File: src/bfp_pkg.sv
// ============================================================================
// bfp_pkg - shared types and constants of the bloom filter probe unit
// Store geometry, configuration codes and the request/response groups that
// pass between the controller, the modulo unit and the bit store.
// ============================================================================
package bfp_pkg;

    localparam int HASH_W          = 32;
    localparam int KEY_W           = 32;
    localparam int MAX_FILTER_BITS = 1048576;
    localparam int MAX_PROBES      = 32;

    localparam int FILTER_BITS_W   = 21;
    localparam int HASH_COUNT_W    = 6;
    localparam int PROBE_W         = $clog2(MAX_PROBES);

    // bit index and byte address into the store
    localparam int BIT_IDX_W       = $clog2(MAX_FILTER_BITS);
    localparam int STORE_DEPTH     = (MAX_FILTER_BITS + 7) / 8;
    localparam int ADDR_W          = $clog2(STORE_DEPTH);

    // modulo unit: hash bits retired per cycle and iterations per reduction
    localparam int MOD_STEPS       = 4;
    localparam int MOD_CYCLES      = HASH_W / MOD_STEPS;
    localparam int MOD_CNT_W       = $clog2(MOD_CYCLES);

    // reset values of the configuration registers
    localparam logic [FILTER_BITS_W-1:0] FILTER_BITS_RESET = FILTER_BITS_W'(1048576);
    localparam logic [HASH_COUNT_W-1:0]  HASH_COUNT_RESET  = HASH_COUNT_W'(7);

    // register indexes on the configuration port
    localparam int                 REG_IDX_W       = 1;
    localparam logic [REG_IDX_W-1:0] REG_FILTER_BITS = 1'b0;
    localparam logic [REG_IDX_W-1:0] REG_HASH_COUNT  = 1'b1;
    localparam int                 PADDR_W         = 3;

    localparam int IN_DATA_W  = HASH_W;
    localparam int OUT_DATA_W = ((1 + KEY_W + 7) / 8) * 8;

    localparam logic OP_INSERT = 1'b0;
    localparam logic OP_QUERY  = 1'b1;

    typedef struct packed {
        logic                     start;
        logic [HASH_W-1:0]        dividend;
        logic [FILTER_BITS_W-1:0] divisor;
    } mod_req_t;

    typedef struct packed {
        logic                 done;
        logic [BIT_IDX_W-1:0] remainder;
    } mod_rsp_t;

    typedef struct packed {
        logic              rd_en;
        logic              wr_en;
        logic [ADDR_W-1:0] addr;
        logic [7:0]        wdata;
    } store_req_t;

endpackage

File: src/bfp_mod.sv
// ============================================================================
// bfp_mod - iterative remainder unit
// Restoring remainder of a 32-bit hash by the filter size, several dividend
// bits retired per cycle; done is set at the same edge as the final step.
// ============================================================================
module bfp_mod
(
    input  logic              clk,
    input  logic              rst_n,
    input  bfp_pkg::mod_req_t req,
    output bfp_pkg::mod_rsp_t rsp
);

    logic                                busy_reg;
    logic                                done_reg;
    logic [bfp_pkg::MOD_CNT_W-1:0]       cnt_reg;
    logic [bfp_pkg::HASH_W-1:0]          dvd_reg;
    logic [bfp_pkg::FILTER_BITS_W-1:0]   div_reg;
    logic [bfp_pkg::BIT_IDX_W-1:0]       rem_reg;
    logic [bfp_pkg::BIT_IDX_W-1:0]       rem_next;

    always_comb
    begin
        logic [bfp_pkg::BIT_IDX_W:0] t;
        rem_next = rem_reg;
        for (int i = 0; i < bfp_pkg::MOD_STEPS; i++)
        begin
            t = {rem_next, dvd_reg[bfp_pkg::HASH_W-1-i]};
            if (t >= (bfp_pkg::BIT_IDX_W+1)'(div_reg))
            begin
                t = t - (bfp_pkg::BIT_IDX_W+1)'(div_reg);
            end
            rem_next = t[bfp_pkg::BIT_IDX_W-1:0];
        end
    end

    always_ff @(posedge clk or negedge rst_n)
    begin
        if (!rst_n)
        begin
            busy_reg <= 1'b0;
            done_reg <= 1'b0;
            cnt_reg  <= '0;
        end
        else
        begin
            done_reg <= 1'b0;
            if (req.start)
            begin
                busy_reg <= 1'b1;
                cnt_reg  <= '0;
            end
            else if (busy_reg)
            begin
                cnt_reg <= cnt_reg + 1'b1;
                if (cnt_reg == bfp_pkg::MOD_CNT_W'(bfp_pkg::MOD_CYCLES - 1))
                begin
                    busy_reg <= 1'b0;
                    done_reg <= 1'b1;
                end
            end
        end
    end

    always_ff @(posedge clk)
    begin
        if (req.start)
        begin
            dvd_reg <= req.dividend;
            div_reg <= req.divisor;
            rem_reg <= '0;
        end
        else if (busy_reg)
        begin
            dvd_reg <= dvd_reg << bfp_pkg::MOD_STEPS;
            rem_reg <= rem_next;
        end
    end

    assign rsp.done      = done_reg;
    assign rsp.remainder = rem_reg;

endmodule

File: config.mk
export PLATFORM = sky130hd
export DESIGN_NAME = bfp_mod
export DESIGN_NICKNAME = d
export VERILOG_FILES = /design/src/bfp_pkg.sv /design/src/bfp_mod.sv
export SDC_FILE = /design/constraint.sdc
export NUM_CORES = 1
export LEC_CHECK = 0
export BUFFER_PORTS_ARGS = -buffer_cell sky130_fd_sc_hd__buf_4
export CAP_MARGIN = 40
export CORE_MARGIN = 2
export CORE_UTILIZATION = 45
export CTS_BUF_LIST = sky130_fd_sc_hd__clkbuf_8
export CTS_CLUSTER_SIZE = 8
export DETAILED_ROUTE_END_ITERATION = 12
export GPL_TIMING_DRIVEN = 0
export PLACE_DENSITY = 0.68
export SYNTH_ARGS = -nofsm -noshare
export SYNTH_HDL_FRONTEND = slang
export SYNTH_SLANG_ARGS = --single-unit
File: constraint.sdc
create_clock -name clk -period 9.26 [get_ports clk]
set_input_delay 0.463 -clock clk [delete_from_list [all_inputs] [get_ports clk]]
set_output_delay 0.463 -clock clk [all_outputs]
set_load 0.02 [all_outputs]
==> run summary, run 1 <==
status - finished with violations
failing checks - negative setup slack
Congestion Overflow GR - 0
GP Congestion - 0.936
Final setup viols - 1
hold-critical path depth - 1
initial antenna violation count - 0
via count - 8257
Die Wd - 137 um
Critical Path Fanout Max - 7
max_cap viols - 0
R2R cell count - 41
Max Slew Vio Count - 0
number of synthesized register bits - 78
IO buf count - 76
die area - 18700 um^2
Final Hold Vio Count - 0
clock sink count - 78
RSZ-0062 raised after global routing - true
Final Cycle Share - 101%
largest net degree at the start of global routing - 23
actual slew at the worst max-slew pin - 801 ps
CP Buf/Inv Count - 8
Syn. warnings - 0
post-synthesis sequential area ratio - 26.7%
area grow syn2layout - 40.8%
CTS Root Cell - clkbuf_8
Data required, critical path - 9470 ps
leading cell type in the layout, fill and taps excluded - buf_4
critical path's top delay family - compound AO/OA/AOI/OAI gates
vias per cell - 6.28
CTS tree - done
commonest cells after routing, fill and taps aside - buf_4, nor2_1, edfxtp_1
remaining antenna violation count - 0
final routed DRC violation total - 0
Clock Latency Late Sink - 360 ps
max FFs per register - 32
Final Util - 64.7%
Mapped Area - 7920 um^2
row count - 48
ANT cells - 0
syn avg cell area - 8.75 um^2
Inserted Clock Buffers - 9
crit path launch type - register
ys async rst share - 6.41%
gr usage total - 28.1%
vias in the first global route - 7611
Unique masters post-synth - 76
Post-synth EDFFs - 53
hold crit path type - input port to register
Final WS setup - -55.6 ps
Final min period - 9320 ps
Die Y - 137 um
CTS H-tree depth - 3
Clock transition at path regs - 90 ps
M3 GR Usage - 3.70%
element type at the critical path end - register
WP depth - 41
final WL - 27.9 mm
Post-Syn Instances - 905
arrival time worst endpoint - 9530 ps
WL/cell - 21.2 um
Top FF cell, synth - edfxtp_1
core area - 17200 um^2
skew final - 16.1 ps
IO Count - 77
DRT Pass-1 Iters - 6
Max transition margin - 46.6%
CP max stage cell - or4_4
post-synth net total - 1051
Iter 0 DRT Violations - 889
global routing usage on met1 - 37.9%
most used routing layer in global routing - met2
clk buf depth - 2
layout net count - 1230
met2 usage - 45.9%
setup TNS - -55.6 ps
layout cells sized above 1 - 39.9%
initial core utilization - 45.9%
Critical Path Max Stage Delay - 530 ps
first-pass GRT wire length - 40.7 mm
post-DP HPWL - 19.0 mm
Max Fclk - 0.107 GHz
CP Class - register to register
-- Yosys cell counts (8+ instances only) --
cell	count	share of area [%]
a211o_1	8	0.89
a211oi_1	14	1.3
a21o_1	38	3.6
a21oi_1	63	4.0
a221o_1	8	1.0
a311oi_1	8	0.89
a31oi_1	18	1.4
and2_1	9	0.71
and3_1	11	0.87
clkbuf_1	19	0.90
dfxtp_1	20	5.1
edfxtp_1	53	20
ha_1	86	14
inv_1	52	2.5
mux2_2	38	5.4
nand2_1	52	2.5
nand2b_1	16	1.3
nand3_1	32	2.0
nand4_1	14	1.1
nor2_1	73	3.5
nor3_1	20	1.3
nor4_1	9	0.71
o21a_1	15	1.4
o21ai_0	43	2.7
xnor2_1	38	4.2
xor2_1	15	1.7
-- cell families after synthesis --
family          after synthesis  share of synthesized area [%]
compound gates              288                           25.4
xor+xnor                     53                           5.86
fa+ha+maj                    90                           14.6
buf+inv                      82                           4.11
flops                        78                           26.7
mux                          46                           6.54
simple gates                268                           16.7
-- per-stage QoR --
| step | worst slack, ps | hold WS [ps] | cells | area (um^2) |
|---|---|---|---|---|
| global placement | -2470 | 268 | 1206 | 8780 |
| global route | -333 | 257 | 1314 | 11100 |
| CTS | 0.0639 | 255 | 1272 | 10200 |
| detailed placement | -2480 | 269 | 1207 | 8810 |
| floorplan | 22.3 | 167 | 905 | 7930 |
| finish | -55.6 | 271 | 1314 | 11100 |
-- worst paths after layout --
path / startpoint / end / slack [ps]
worst max-delay path: div_reg[0] / rem_reg[17] / -60
worst min-delay path: req[4] / div_reg[4] / 270
worst max register to register: div_reg[0] / rem_reg[17] / -60
worst min register to register: cnt_reg[1] / cnt_reg[1] / 540
max in group asynchronous: rst_n / busy_reg / 8700
min in group asynchronous: rst_n / cnt_reg[0] / 450
-- worst register-to-register path, delay by kind of cell, from the launching register on --
kind,cells,cell delay (ps)
buf+inv,8,1220
mux,1,320
flops,1,510
fa+ha+maj,4,880
compound gates,17,4070
simple gates,11,2200
-- layout make-up --
type / instances / area, um^2
multi-input combinational: 745 / 6670
fill: 1343 / 6090
sequential: 78 / 2130
timing repair buffer: 171 / 1390
tap: 225 / 282
buffer: 27 / 280
inverter: 52 / 215
clock buffer: 9 / 124
clock inverter: 7 / 56.3
-- what timing repair did --
action                     CTS  global route
buffers inserted            51            39
pin swaps                   44            71
hold endpoints to repair     5             0
setup endpoints to repair   20            20
hold buffers                 1             0
gates resized for setup    178           131
cloned                       0             3
-- layer usage --
metal | part of all wire, % | vias up
met2 | 46 | 437
met5 | 0 | -
met4 | 4.4 | 0
met3 | 8.4 | 100
li1 | - | 3807
met1 | 41 | 3913
Power of run 1 is left out: the tool's default activity adds up to more than one toggle a clock period on the data nets, which glitch-free logic cannot reach.
==> run 2: changes to the inputs <==
Settings changed: CAP_MARGIN 40 to not set, PLACE_DENSITY 0.68 to 0.66.
Clock period 9.26 ns to 7.8 ns, I/O delays scaled along.
==> run summary, run 2 (synthesis results as in run 1) <==
status - finished with violations
failing checks - negative setup slack
arrival time worst endpoint - 9640 ps (+110 ps)
Final Cycle Share - 120% (+20 points)
CTS Root Cell - clkbuf_8
Clock transition at path regs - 90 ps (about the same)
Final Hold Vio Count - 0 (unchanged)
skew final - 13.3 ps (-2.88 ps)
actual slew at the worst max-slew pin - 837 ps (+36.1 ps)
post-place setup slack - -2830 ps (-350 ps)
area grow syn2layout - 45.6%
Critical Path Max Stage Delay - 530 ps (about the same)
clock sink count - 78 (unchanged)
Data required, critical path - 8060 ps (-1410 ps)
commonest cells after routing, fill and taps aside - buf_4, nor2_1, edfxtp_1
Hold Worst Slack - 192 ps (-79.0 ps)
first-pass GRT wire length - 42.2 mm (+3.9%)
vias per cell - 6.19 (-1.6%)
initial antenna violation count - 0 (unchanged)
Final setup viols - 20 (+19)
most used cell, CP - ha_4
CP max stage cell - or4_4
Final min period - 9380 ps (+62.4 ps)
fillers - 1307 (-2.7%)
CTS H-tree depth - 3 (unchanged)
final routed DRC violation total - 0 (unchanged)
initial core utilization - 45.9% (unchanged)
hold-critical path depth - 1 (unchanged)
clk buf depth - 2 (unchanged)
Max Fclk - 0.107 GHz (-0.67%)
Final WS setup - -1580 ps (-1520 ps)
DRT Pass-1 Iters - 5 (-1)
CP Class - register to register
Max transition margin - 44.2% (-2.4 points)
Inserted Clock Buffers - 9 (unchanged)
Max Slew Vio Count - 0 (unchanged)
ANT cells - 0 (unchanged)
largest net degree at the start of global routing - 35 (+52%)
via count - 8257 (unchanged)
post-DP HPWL - 19.5 mm (+2.2%)
max FFs per register - 32 (unchanged)
element type at the critical path end - register
WL/cell - 21.0 um (-1.1%)
Die Wd - 137 um (unchanged)
leading cell type in the layout, fill and taps excluded - buf_4
R2R cell count - 40 (-2.4%)
Final Util - 66.8% (+2.2 points)
layout net count - 1251 (+1.7%)
max_cap viols - 0 (unchanged)
Clock Latency Late Sink - 370 ps (about the same)
Congestion Overflow GR - 0 (unchanged)
Finished Layout Cells - 1335 (+1.6%)
gr usage total - 29.5% (+1.3 points)
multi-input logic area - 6820 um^2 (+2.2%)
die area - 18700 um^2 (unchanged)
Die Y - 137 um (unchanged)
sequential standard cell area - 2120 um^2 (-0.35%)
Iter 0 DRT Violations - 731 (-18%)
core area - 17200 um^2 (unchanged)
vias in the first global route - 7883 (+3.6%)
dpl cells - 1206 (-0.083%)
hold crit path type - input port to register
layout cells sized above 1 - 42.2% (+2.3 points)
remaining antenna violation count - 0 (unchanged)
RSZ-0062 raised after global routing - true
IO buf count - 76 (unchanged)
IO Count - 77 (unchanged)
GP Congestion - 0.951 (+1.6%)
row count - 48 (unchanged)
crit path launch type - register
Critical Path Fanout Max - 8 (+1)
final WL - 28.0 mm (+0.46%)
CTS tree - done
run 2: cell types whose count changed in the layout (fill, tap and decap cells not counted), sizes merged:
cell | previous run | this run
nand2 | 52 | 53
clkinvlp | 2 | 4
clkinv | 1 | 2
bufinv | 0 | 1
bufbuf | 0 | 2
buf | 185 | 201
clkbuf | 21 | 23
inv | 56 | 52
run 2: timing repair:
item / 4_1_cts / 5_1_grt
buffers inserted: 75 / 34
resized for setup: 137 / 110
cloned: 4 / 1
endpoints found under the hold margin: 5 / 0
setup endpoints to repair: 20 / 20
pin swaps: 50 / 77
hold buffers: 1 / 0
run 2: stage by stage:
| step | instance area (um^2) | TNS [ps] |
|---|---|---|
| finish | 11500 | -29550 |
| global route | 11500 | -34280 |
| CTS | 10800 | -27130 |
| detailed placement | 9180 | -51480 |
| global placement | 9180 | -50780 |
| floorplan | 8330 | -13130 |
run 2: path summary, 6_finish.rpt:
kind | startpoint | end | slack [ps]
hold reg to reg | cnt_reg[2] | cnt_reg[2] | 540
min in group asynchronous | rst_n | cnt_reg[0] | 360
hold / removal | req[2] | div_reg[2] | 190
setup / recovery | div_reg[6] | rem_reg[16] | -1580
max in group asynchronous | rst_n | busy_reg | 7340
setup reg to reg | div_reg[6] | rem_reg[16] | -1580
run 2: per-layer routing:
metal | up-vias | share of wire (%) | global-route usage [%]
li1 | 3856 | - | -
met1 | 3942 | 42 | 40.2
met2 | 387 | 47 | 48.8
met3 | 72 | 7.1 | 2.56
met4 | 0 | 3.5 | 10.4
met5 | - | 0 | 0
run 2: critical path, delay by kind of cell (launching register included):
| family | cells | cell delay, ps |
|---|---|---|
| buffers and inverters | 6 | 900 |
| AOI/OAI and AO/OA | 19 | 4970 |
| adders and majority gates | 4 | 950 |
| and+or+nand+nor | 9 | 1670 |
| DFF | 1 | 380 |
| muxes | 1 | 320 |
| xor gates and xnor gates | 1 | 90 |
run 2: area by class of cell:
class	count	area share, %
multi-input combinational	746	59.1
buffer	28	2.89
timing repair buffer	190	13.5
inverter	52	1.86
tap	225	2.44
sequential	78	18.4
clock buffer	9	1.08
clock inverter	7	0.641
Power of run 2 is left out for the same reason.
==> run 3: changes to the inputs <==
Settings changed: CORE_UTILIZATION 45 to 40, PLACE_DENSITY 0.66 to not set.
==> run summary, run 3 (synthesis results as in run 1) <==
actual slew at the worst max-slew pin - 865 ps (+27.9 ps)
initial core utilization - 40.7% (-5.3 points)
CP max stage cell - or4_4
Final WS setup - -1490 ps (+92.6 ps)
gr usage total - 27.0% (-2.4 points)
Max Fclk - 0.108 GHz (+1.0%)
RSZ-0062 raised after global routing - true
Max Slew Vio Count - 0 (unchanged)
crit path launch type - register
IO buf count - 76 (unchanged)
Final Hold Vio Count - 0 (unchanged)
CTS H-tree depth - 3 (unchanged)
leading cell type in the layout, fill and taps excluded - buf_4
failing checks - negative setup slack
Data required, critical path - 8010 ps (-50 ps)
first-pass GRT wire length - 42.9 mm (+1.7%)
core area - 19500 um^2 (+13%)
clk buf depth - 2 (unchanged)
layout cells sized above 1 - 41.4% (-0.80 points)
status - finished with violations
commonest cells after routing, fill and taps aside - buf_4, nor2_1, edfxtp_1
ANT cells - 0 (unchanged)
most used cell, CP - a21o_1
Max transition margin - 42.3% (-1.9 points)
die area - 20900 um^2 (+12%)
max_cap viols - 0 (unchanged)
DRT Pass-1 Iters - 7 (+2)
Clock transition at path regs - 100 ps (about the same)
via count - 8104 (-1.9%)
arrival time worst endpoint - 9500 ps (-140 ps)
clock sink count - 78 (unchanged)
Congestion Overflow GR - 0 (unchanged)
critical path's top delay family - compound AO/OA/AOI/OAI gates
Critical Path Max Stage Delay - 520 ps (about the same)
final WL - 28.6 mm (+2.2%)
layout net count - 1241 (-0.80%)
row count - 51 (+6.3%)
post-DP HPWL - 20.3 mm (+4.4%)
element type at the critical path end - register
vias in the first global route - 7731 (-1.9%)
vias per cell - 5.94 (-4.0%)
max FFs per register - 32 (unchanged)
WL/cell - 21.0 um (about the same)
CP Class - register to register
Final Cycle Share - 119% (-1.2 points)
Die Wd - 145 um (+5.9%)
final routed DRC violation total - 0 (unchanged)
Die Y - 145 um (+5.9%)
initial antenna violation count - 0 (unchanged)
post-place setup slack - -2950 ps (-112 ps)
hold crit path type - input port to register
Final min period - 9290 ps (-92.6 ps)
remaining antenna violation count - 0 (unchanged)
Inserted Clock Buffers - 9 (unchanged)
skew final - 19.5 ps (+6.26 ps)
GP Congestion - 0.949 (-0.18%)
Iter 0 DRT Violations - 674 (-7.8%)
CP Buf/Inv Count - 10 (+4)
Critical Path Fanout Max - 10 (+2)
CTS tree - done
IO Count - 77 (unchanged)
area grow syn2layout - 44.5%
Final setup viols - 20 (unchanged)
CTS Root Cell - clkbuf_8
Clock Latency Late Sink - 360 ps (about the same)
largest net degree at the start of global routing - 35 (unchanged)
## run 3: cell types whose count changed in the layout (fill, tap and decap cells not counted), moves of 4 or more
cell and delta:
dfxtp_1 -6, dfxtp_2 +6, inv_4 +6, nand3_1 +5, ha_4 +4, inv_1 -4
nand3_2 -4
## run 3: per-stage QoR
step | utilization, % | std cells | hold slack (ps) | TNS (ps) | cell area [um^2]
6_report | 58.8 | 1365 | 197 | -27600 | 11400
5_1_grt | 58.8 | 1365 | 187 | -31750 | 11400
4_1_cts | 56.0 | 1340 | 184 | -25510 | 10900
3_5_place_dp | 47.4 | 1246 | 197 | -53420 | 9230
3_3_place_gp | 47.4 | 1246 | 196 | -53690 | 9230
2_1_floorplan | - | 905 | 94.4 | -13130 | 8330
## run 3: layer usage
metal / wire (um) / GRT usage [%] / up-vias
met2: 13400 / 43.8 / 283
met5: 0 / 0 / -
met1: 12800 / 37.8 / 3933
met4: 816 / 9.04 / 0
met3: 1710 / 2.83 / 53
li1: - / - / 3835
## run 3: cell type report
| cell class | instances | area [um^2] |
|---|---|---|
| fillers | 1692 | 8020 |
| multi-input cells | 745 | 6790 |
| plain buffers | 26 | 280 |
| inverters | 52 | 220 |
| repair buffers | 183 | 1490 |
| well taps | 265 | 332 |
| clock buffers | 9 | 124 |
| flip-flops and latches | 78 | 2130 |
| clock inverters | 7 | 80.1 |
## run 3: repair_timing
| action | in CTS | in global routing |
|---|---|---|
| gates cloned | 3 | 0 |
| setup buffers | 77 | 27 |
| hold buffers | 1 | 0 |
| gates resized for setup | 169 | 72 |
| pin swaps | 59 | 36 |
| endpoints found under the setup margin | 20 | 20 |
| endpoints found under the hold margin | 5 | 0 |
## run 3: path summary, 6_finish.rpt
kind                       slack [ps]        start  depth (start not counted)           to
max                             -1490  div_reg[14]                         41  rem_reg[17]
min                               200       req[5]                          1   div_reg[5]
max reg2reg                     -1490  div_reg[14]                         41  rem_reg[17]
min reg2reg                       540   cnt_reg[1]                          2   cnt_reg[1]
max in group asynchronous        7320        rst_n                          2     busy_reg
min in group asynchronous         370        rst_n                          2   cnt_reg[1]
Power of run 3 is left out for the same reason.
